## config.mk

```make
export PLATFORM = sky130hd
export DESIGN_NAME = serial_command_line_recognizer_core
export DESIGN_NICKNAME = d
export VERILOG_FILES = /design/src/rtl/core/sclr_pkg.sv /design/src/rtl/core/serial_command_line_recognizer_core.sv /design/src/rtl/core/sclr_front.sv /design/src/rtl/core/sclr_queue.sv /design/src/rtl/core/sclr_back.sv
export VERILOG_INCLUDE_DIRS = /design/src /design/src/rtl/core
export SDC_FILE = /design/constraint.sdc
export NUM_CORES = 1
export LEC_CHECK = 0
export ABC_AREA = 1
export BUFFER_PORTS_ARGS = -buffer_cell sky130_fd_sc_hd__buf_2
export CAP_MARGIN = 40
export CORE_MARGIN = 5
export CORE_UTILIZATION = 45
export CTS_CLUSTER_SIZE = 14
export DETAILED_ROUTE_END_ITERATION = 7
export HOLD_SLACK_MARGIN = 0.06
export SYNTH_ARGS = -nofsm -noshare
export SYNTH_HDL_FRONTEND = slang
export SYNTH_HIERARCHICAL = 1
export SYNTH_SLANG_ARGS = --single-unit
export TNS_END_PERCENT = 30
```

## constraint.sdc

```tcl
create_clock -name clock -period 2.2 [get_ports clock]
set_clock_uncertainty 0.1 [all_clocks]
set_input_delay 0.11 -clock clock [delete_from_list [all_inputs] [get_ports clock]]
set_output_delay 0.11 -clock clock [all_outputs]
set_load 0.01 [all_outputs]
```

## src/rtl/core/serial_command_line_recognizer_core_assert.svh

```systemverilog
// assertion macros for the serial command line recognizer core
// expects signals named clock and reset in the module that uses them
`ifndef SERIAL_COMMAND_LINE_RECOGNIZER_CORE_ASSERT_SVH
`define SERIAL_COMMAND_LINE_RECOGNIZER_CORE_ASSERT_SVH

// condition holds at every edge out of reset
`define SCLR_ASSERT_ALWAYS(label, cond) \
   label: assert property (@(posedge clock) disable iff (reset) (cond)) \
      else $error("sclr check failed");

// consequent holds in the cycle after the antecedent
`define SCLR_ASSERT_NEXT(label, ante, cons) \
   label: assert property (@(posedge clock) disable iff (reset) (ante) |=> (cons)) \
      else $error("sclr check failed");

`endif

```

## src/rtl/core/sclr_pkg.sv

```systemverilog
// shared types and constants of the serial command line recognizer
// no dependencies
package sclr_pkg;

   localparam int LINE_CAPACITY = 16;
   localparam int LINE_DEPTH    = LINE_CAPACITY - 1;
   localparam int LEN_W         = $clog2(LINE_CAPACITY);
   localparam int IDX_W         = $clog2(LINE_DEPTH);

   // bytes looked at when a line is committed: longest word plus its terminator
   localparam int PEEK_N = 6;

   localparam int QUEUE_DEPTH = 2;
   localparam int QPTR_W      = $clog2(QUEUE_DEPTH);
   localparam int QCNT_W      = $clog2(QUEUE_DEPTH + 1);

   localparam logic [7:0] CHAR_CR     = 8'h0D;
   localparam logic [7:0] CHAR_LF     = 8'h0A;
   localparam logic [7:0] CHAR_SPACE  = 8'h20;
   localparam logic [7:0] CHAR_ZERO   = 8'h30;
   localparam logic [7:0] CHAR_ONE    = 8'h31;
   localparam logic [7:0] CHAR_LOW_A  = 8'h61;
   localparam logic [7:0] CHAR_LOW_Z  = 8'h7A;
   localparam logic [7:0] CASE_OFFSET = 8'h20;
   localparam logic [7:0] CHAR_NUL    = 8'h00;

   localparam logic [39:0] WORD_START = "START";
   localparam logic [31:0] WORD_STOP  = "STOP";
   localparam logic [15:0] WORD_GO    = "GO";

   typedef enum logic [1:0] {
      REPLY_START    = 2'd0,
      REPLY_STOP     = 2'd1,
      REPLY_UNKNOWN  = 2'd2,
      REPLY_TOO_LONG = 2'd3
   } reply_type;

   typedef struct packed {
      logic      valid;
      reply_type reply;
   } cmd_type;

endpackage

```

## src/rtl/core/serial_command_line_recognizer_core.sv

```systemverilog
// the result of a byte that ends a command is queued, then registered for output
// throughput: one byte per cycle, held only by the two-entry command queue filling
//   when the result side stalls
// reset: line length zero, queue and output register empty, mode stopped;
//   the line store is not cleared and needs no clearing pass
module serial_command_line_recognizer_core (
   input  logic       clock,
   input  logic       reset,
   input  logic       req_valid,
   output logic       req_stall,
   input  logic [7:0] req_rx_byte,
   output logic       rsp_valid,
   input  logic       rsp_stall,
   output logic [1:0] rsp_reply,
   output logic       rsp_mode_now,
   output logic       rsp_restart_follow
);
   import sclr_pkg::*;

   cmd_type   push;
   cmd_type   head;
   logic      pop;
   logic      full;
   logic      accept;
   reply_type reply;

   assign req_stall = full;
   assign accept    = req_valid && !full;

   sclr_front u_front (
      .clock   (clock),
      .reset   (reset),
      .accept  (accept),
      .rx_byte (req_rx_byte),
      .cmd_out (push)
   );

   sclr_queue u_queue (
      .clock (clock),
      .reset (reset),
      .push  (push),
      .pop   (pop),
      .head  (head),
      .full  (full)
   );

   sclr_back u_back (
      .clock              (clock),
      .reset              (reset),
      .head               (head),
      .pop                (pop),
      .rsp_stall          (rsp_stall),
      .rsp_valid          (rsp_valid),
      .rsp_reply          (reply),
      .rsp_mode_now       (rsp_mode_now),
      .rsp_restart_follow (rsp_restart_follow)
   );

   assign rsp_reply = reply;

endmodule

```

## src/rtl/core/sclr_front.sv

```systemverilog
// front end: line buffer, case folding and command classification
// depends on sclr_pkg
module sclr_front (
   input  logic             clock,
   input  logic             reset,
   input  logic             accept,
   input  logic [7:0]       rx_byte,
   output sclr_pkg::cmd_type cmd_out
);
   import sclr_pkg::*;

   logic [7:0]       line_store_ff [LINE_DEPTH];
   logic [LEN_W-1:0] line_length_ff;
   logic [LEN_W-1:0] line_length_in;
   logic [7:0]       folded;
   logic [7:0]       peek [PEEK_N];
   logic             store_en;
   logic             line_empty;
   reply_type        line_reply;
   logic             m_start;
   logic             m_go;
   logic             m_stop;
   logic             m_one;
   logic             m_zero;

   assign line_empty = (line_length_ff == '0);
   assign folded = (rx_byte >= CHAR_LOW_A && rx_byte <= CHAR_LOW_Z) ?
                   (rx_byte - CASE_OFFSET) : rx_byte;

   // bytes past the held length read as terminators
   for (genvar i = 0; i < PEEK_N; i++) begin : g_peek
      if (i < LINE_DEPTH) begin : g_held
         assign peek[i] = (LEN_W'(i) < line_length_ff) ? line_store_ff[i] : CHAR_NUL;
      end else begin : g_none
         assign peek[i] = CHAR_NUL;
      end
   end

   assign m_start = ({peek[0], peek[1], peek[2], peek[3], peek[4]} == WORD_START) &&
                    (peek[5] == CHAR_NUL);
   assign m_stop  = ({peek[0], peek[1], peek[2], peek[3]} == WORD_STOP) &&
                    (peek[4] == CHAR_NUL);
   assign m_go    = ({peek[0], peek[1]} == WORD_GO) && (peek[2] == CHAR_NUL);
   assign m_one   = (peek[0] == CHAR_ONE) && (peek[1] == CHAR_NUL);
   assign m_zero  = (peek[0] == CHAR_ZERO) && (peek[1] == CHAR_NUL);

   always_comb begin
      priority if (m_start || m_go || m_one) begin
         line_reply = REPLY_START;
      end else if (m_stop || m_zero) begin
         line_reply = REPLY_STOP;
      end else begin
         line_reply = REPLY_UNKNOWN;
      end
   end

   always_comb begin
      cmd_out.valid  = 1'b0;
      cmd_out.reply  = REPLY_UNKNOWN;
      store_en       = 1'b0;
      line_length_in = line_length_ff;
      priority if ((rx_byte == CHAR_ZERO || rx_byte == CHAR_ONE) && line_empty) begin
         cmd_out.valid = accept;
         cmd_out.reply = (rx_byte == CHAR_ONE) ? REPLY_START : REPLY_STOP;
      end else if (rx_byte == CHAR_CR || rx_byte == CHAR_LF) begin
         if (!line_empty) begin
            cmd_out.valid  = accept;
            cmd_out.reply  = line_reply;
            line_length_in = '0;
         end
      end else if (folded == CHAR_SPACE && line_empty) begin
         line_length_in = line_length_ff;
      end else if (line_length_ff < LEN_W'(LINE_DEPTH)) begin
         store_en       = accept;
         line_length_in = line_length_ff + 1'b1;
      end else begin
         // overflow drops the whole line
         cmd_out.valid  = accept;
         cmd_out.reply  = REPLY_TOO_LONG;
         line_length_in = '0;
      end
   end

   always_ff @(posedge clock) begin
      if (reset) begin
         line_length_ff <= '0;
      end else if (accept) begin
         line_length_ff <= line_length_in;
      end
   end

   always_ff @(posedge clock) begin
      if (store_en) begin
         line_store_ff[line_length_ff[IDX_W-1:0]] <= folded;
      end
   end

endmodule

```

## src/rtl/core/sclr_queue.sv

```systemverilog
// two-entry command queue between front and back
// depends on sclr_pkg and the assertion macro header
module sclr_queue (
   input  logic             clock,
   input  logic             reset,
   input  sclr_pkg::cmd_type push,
   input  logic             pop,
   output sclr_pkg::cmd_type head,
   output logic             full
);
   import sclr_pkg::*;
   `include "serial_command_line_recognizer_core_assert.svh"

   reply_type         entry_ff [QUEUE_DEPTH];
   logic [QPTR_W-1:0] wr_ptr_ff;
   logic [QPTR_W-1:0] rd_ptr_ff;
   logic [QCNT_W-1:0] count_ff;
   logic [QCNT_W-1:0] count_in;

   assign full       = (count_ff == QCNT_W'(QUEUE_DEPTH));
   assign head.valid = (count_ff != '0);
   assign head.reply = entry_ff[rd_ptr_ff];

   always_comb begin
      unique case ({push.valid, pop})
         2'b10:   count_in = count_ff + 1'b1;
         2'b01:   count_in = count_ff - 1'b1;
         default: count_in = count_ff;
      endcase
   end

   always_ff @(posedge clock) begin
      if (reset) begin
         wr_ptr_ff <= '0;
         rd_ptr_ff <= '0;
         count_ff  <= '0;
      end else begin
         count_ff <= count_in;
         if (push.valid) begin
            wr_ptr_ff <= (wr_ptr_ff == QPTR_W'(QUEUE_DEPTH - 1)) ? '0 : wr_ptr_ff + 1'b1;
         end
         if (pop) begin
            rd_ptr_ff <= (rd_ptr_ff == QPTR_W'(QUEUE_DEPTH - 1)) ? '0 : rd_ptr_ff + 1'b1;
         end
      end
   end

   always_ff @(posedge clock) begin
      if (push.valid) begin
         entry_ff[wr_ptr_ff] <= push.reply;
      end
   end

   `SCLR_ASSERT_ALWAYS(a_count_bound, count_ff <= QCNT_W'(QUEUE_DEPTH))
   `SCLR_ASSERT_ALWAYS(a_no_push_when_full, !(push.valid && full))
   `SCLR_ASSERT_ALWAYS(a_no_pop_when_empty, !(pop && count_ff == '0))
   `SCLR_ASSERT_NEXT(a_push_grows, push.valid && !pop, count_ff == $past(count_ff) + 1'b1)

endmodule

```

## src/rtl/core/sclr_back.sv

```systemverilog
// back end: run/stop mode and the registered result word
// depends on sclr_pkg
module sclr_back (
   input  logic             clock,
   input  logic             reset,
   input  sclr_pkg::cmd_type head,
   output logic             pop,
   input  logic             rsp_stall,
   output logic             rsp_valid,
   output sclr_pkg::reply_type rsp_reply,
   output logic             rsp_mode_now,
   output logic             rsp_restart_follow
);
   import sclr_pkg::*;

   logic      run_mode_ff;
   logic      run_mode_in;
   logic      restart_in;
   logic      rsp_valid_ff;
   reply_type rsp_reply_ff;
   logic      rsp_mode_ff;
   logic      rsp_restart_ff;
   logic      advance;

   // output register frees up when empty or when its word is taken
   assign advance = !rsp_valid_ff || !rsp_stall;
   assign pop     = head.valid && advance;

   always_comb begin
      run_mode_in = run_mode_ff;
      restart_in  = 1'b0;
      unique case (head.reply)
         REPLY_START: begin
            run_mode_in = 1'b1;
            restart_in  = !run_mode_ff;
         end
         REPLY_STOP: begin
            run_mode_in = 1'b0;
         end
         REPLY_UNKNOWN, REPLY_TOO_LONG: begin
            run_mode_in = run_mode_ff;
         end
      endcase
   end

   always_ff @(posedge clock) begin
      if (reset) begin
         run_mode_ff  <= 1'b0;
         rsp_valid_ff <= 1'b0;
      end else if (advance) begin
         rsp_valid_ff <= head.valid;
         if (head.valid) begin
            run_mode_ff <= run_mode_in;
         end
      end
   end

   always_ff @(posedge clock) begin
      if (pop) begin
         rsp_reply_ff   <= head.reply;
         rsp_mode_ff    <= run_mode_in;
         rsp_restart_ff <= restart_in;
      end
   end

   assign rsp_valid          = rsp_valid_ff;
   assign rsp_reply          = rsp_reply_ff;
   assign rsp_mode_now       = rsp_mode_ff;
   assign rsp_restart_follow = rsp_restart_ff;

endmodule

```

==> reports/qor.csv <==
stage;metric;value;unit
die;initial core utilization;46.5;%
setup_path;Worst R2R Setup Slack;0.13;ns
worst_hold_path;Hold Crit Start;req_rx_byte[3];
yosys;Synth Flop Type;edfxtp_1;
setup_path;CP top delay family;adder cells;
sta;Hold Slack;0.0783;ns
sta;Setup WS post-layout;0.132;ns
setup_path;Worst setup EP type;register;
setup_path;Critical Path Start;u_front/line_length_ff[0];
final_layout;Util after Layout;56.8;%
setup_path;CP max FO;4;
job;max cap viols;0;
routing;vias per inst;4.73;
final_layout;area added between synthesis and finish;22.1;%
die;Core ar.;0.00687;mm2
power_and_ir_drop;Internal Power;2.41;mW
setup_path;worst r2r src;u_front/line_length_ff[0];
sta;fmax;0.484;GHz
clock_tree;H-tree Lvls;3;
global_route;first-pass GRT wire length;10700;um
sta;max_slew headroom;69.1;%
setup_path;critical path cell sequence;inv_1 -> ha_2 -> nand2_8 -> buf_4 -> inv_4 -> nand2_1 -> nand3_1 -> o21ai_2 -> inv_1 -> ha_1 -> inv_1 -> nand2_1 -> nor2_1 -> nor2_1 -> nor2_1;
die;die area;0.00889;mm2
setup_path;slowest stage cell, crit path;dfxtp_1;
global_route;pin count of the biggest net entering global routing;13;
sta;final setup fails;0;
yosys;FFs w/ async S/R, synth;0;%
power_and_ir_drop;maximum vdd drop;0.533;mV
yosys;post-synthesis net count;352;
placement;number of placed instances, taps included;477;
sta;Tmin final;2.07;ns
setup_path;Critical Path AT;2.25;ns
die;row count;30;
die;I/O Pins;18;
power_and_ir_drop;Clk pwr share;27.7;%
setup_path;Register-to-Register Path Depth;15;
power_and_ir_drop;Total Power;3.49;mW
sta;Slew @ Worst Pin;0.463;ns
routing;initial drt markers;167;
routing;DR pass1 iterations;4;
routing;Residual DRC;0;
clock_tree;Root Buffer;clkbuf_8;
routing;via count;2358;
clock_tree;Clock Tree Buf Depth;2;
sta;final hold violation count;0;
clock_tree;CTS sink count;67;
power_and_ir_drop;leakage power;1.64;nW
power_and_ir_drop;pwr dens;895;mW/mm2
setup_path;Setup crit start kind;register;
sta;period utilisation layout;94.0;%
placement;Post-DP HPWL;5060;um
yosys;sequential share of the synthesized area;59.5;%
routing;post-route ant nets;0;
routing;final WL;6600;um
final_layout;antenna fix cells;0;
global_route;antenna violations before repair;0;
power_and_ir_drop;combinational power share;25.8;%
die;Die Y-Extent;94.3;um
routing;Wirelength per Cell;13.2;um
setup_path;Worst Path Required;2.38;ns
worst_hold_path;worst min-delay path class;input port to register;
placement;IO buf count;17;
global_route;total grt overflow;0;
setup_path;worst setup path endpoint;u_queue/count_ff[1];
setup_path;slowest cell delay on critical path;0.33;ns
yosys;Netlist Area Pre-Place;0.00320;mm2
final_layout;post-route insts no fill;499;
power_and_ir_drop;Sw Share;31.0;%
placement;Place WS;-0.0285;ns
outcome;status;finished clean;
setup_path;reg-to-reg endpoint;u_queue/count_ff[1];
sta;RSZ-0062 raised after global routing;yes;
yosys;Post-synth EDFFs;56;
yosys;Syn Inst Count;334;
power_and_ir_drop;sw power;1.08;mW
clock_tree;CTS clk-pin slew, worst paths;0.07;ns
yosys;Syn Area/Cell;9.57;um2
yosys;Ys Warns;6;
power_and_ir_drop;Reg power frac;46.5;%
placement;gpl congestion;0.887;
final_layout;ratio of cells with drive above 1 in the final layout;24.6;%
setup_path;cell depth of the worst setup path;15;
setup_path;Worst Path Buf+Inv;5;
clock_tree;insertion delay to the later sink of the worst-skew pair;0.33;ns
clock_tree;CTS Buf Count;9;
clock_tree;CTS tree;yes;
global_route;vias in the first global route;2206;
yosys;synth unique cells;31;
setup_path;critical path class;register to register;
final_layout;final net count;416;
yosys;register bit count reported by yosys;67;
global_route;Global Route Usage Sum;16.3;%
die;Die X;94.3;um
sta;Slew Limit Fails;0;
per-stage QoR:
step                setup TNS [ns]  cell area [um2]
finish                           0             3900
floorplan                        0             3200
detailed placement          -0.263             3620
global route               -0.0835             3900
global placement                 0             3620
CTS                         -0.183             3880
worst min path at each step:
stage / cells after the start / endpoint / slack (ns)
after floorplan: 1 / u_back/rsp_valid / 0.08
after global placement: 2 / u_queue/rd_ptr_ff / 0.28
after detailed placement: 2 / u_queue/rd_ptr_ff / 0.29
after CTS: 2 / u_front/line_store_ff[5][3] / 0.07
after global routing: 2 / u_front/line_store_ff[5][3] / 0.08
final: 2 / u_front/line_store_ff[5][3] / 0.08
Yosys cell counts, types with 2 or more instances:
cell      count  area, um2
mux2_2        2       22.5
nand4_1       6       37.5
nor3_2        3       30.0
nor3_1        9       45.0
a21oi_2       3       26.3
nand3_1      22        110
nand2_2       4       25.0
nor2_1       60        225
dfxtp_1      11        220
o21ai_0      10       50.1
inv_1        47        176
nand2_1      68        255
nor2_2        4       25.0
a21oi_1       3       15.0
edfxtp_1     56       1680
o21ai_2       4       35.0
inv_2         3       11.3
ha_1          6       75.1
worst register-to-register path, cell delays in order, from the launching register on:
cell and delay, ns:
dfxtp_1 0.33, inv_1 0.06, ha_2 0.22, nand2_8 0.09, buf_4 0.11, inv_4 0.04
nand2_1 0.05, nand3_1 0.10, o21ai_2 0.19, inv_1 0.08, ha_1 0.29, inv_1 0.10
nand2_1 0.06, nor2_1 0.08, nor2_1 0.05, nor2_1 0.08
state kept, by name (all words and copies together) (netlist names), named ones only:
register	flops
u_back/rsp_valid	1
u_back/rsp_reply	2
u_queue/rd_ptr_ff	1
u_back/rsp_mode_now	1
u_queue/count_ff	2
u_back/run_mode_ff	1
u_front/line_store_ff	48
u_back/rsp_restart_follow	1
u_queue/wr_ptr_ff	1
u_queue/entry_ff	4
u_front/line_length_ff	4
what timing repair did:
action	CTS	global route
hold endpoints to repair	18	0
buffers inserted	0	0
hold buffers	6	0
setup endpoints to repair	16	46
pin swaps	0	0
gates resized for setup	1	8
final cells by class:
type	instances	area, um2
Multi-Input combinational cell	215	1120
Tap cell	96	120
Timing Repair Buffer	54	378
Fill cell	611	2970
Clock inverter	7	68.8
Inverter	51	194
Clock buffer	9	124
Sequential cell	67	1900
logic make-up after synthesis:
logic type               count (synthesis)  share of synthesized area [%]
AO/OA/AOI/OAI                           22                           4.35
XOR/XNOR                                 2                          0.548
adder cells (fa/ha/maj)                  6                           2.35
buffers and inverters                   52                           6.42
flip-flops                              67                           59.5
multiplexers                             2                          0.705
AND/OR/NAND/NOR                        183                           26.1
metal layers:
metal	share of wire [%]	vias up	global-route usage, %	routed length [um]
li1	-	1230	-	-
met1	46	1071	21.2	3050
met2	48	47	25.9	3140
met3	4.5	10	4.01	296
met4	1.6	0	6.50	105
met5	0	-	0	0
cell usage in the layout, fill, tap and decap left out, types with 2 or more instances in the layout:
| master | count |
|---|---|
| nand2_1 | 68 |
| edfxtp_1 | 56 |
| nor2_1 | 54 |
| inv_1 | 47 |
| buf_4 | 31 |
| nand3_1 | 22 |
| buf_2 | 17 |
| dfxtp_1 | 11 |
| nor2_2 | 10 |
| clkbuf_8 | 9 |
| nor3_1 | 9 |
| o21ai_0 | 9 |
| dlygate4sd3_1 | 6 |
| nand4_1 | 6 |
| o21ai_2 | 5 |
| ha_1 | 5 |
| nand2_2 | 4 |
| a21oi_1 | 3 |
| inv_2 | 3 |
| a21oi_2 | 3 |
| clkinv_2 | 2 |
| clkinv_4 | 2 |
| nor3_2 | 2 |
| mux2_2 | 2 |
power by group through the flow:
stage | clock [mW] | combinational (mW) | sequential (mW)
floorplan | 0 | 0.553 | 1.66
global placement | 0 | 0.865 | 1.65
detailed placement | 0 | 0.879 | 1.65
CTS | 0.997 | 0.892 | 1.62
global route | 1.05 | 1.02 | 1.64
finish | 0.967 | 0.901 | 1.62
Note: power is estimated with default switching activity, not from simulation.
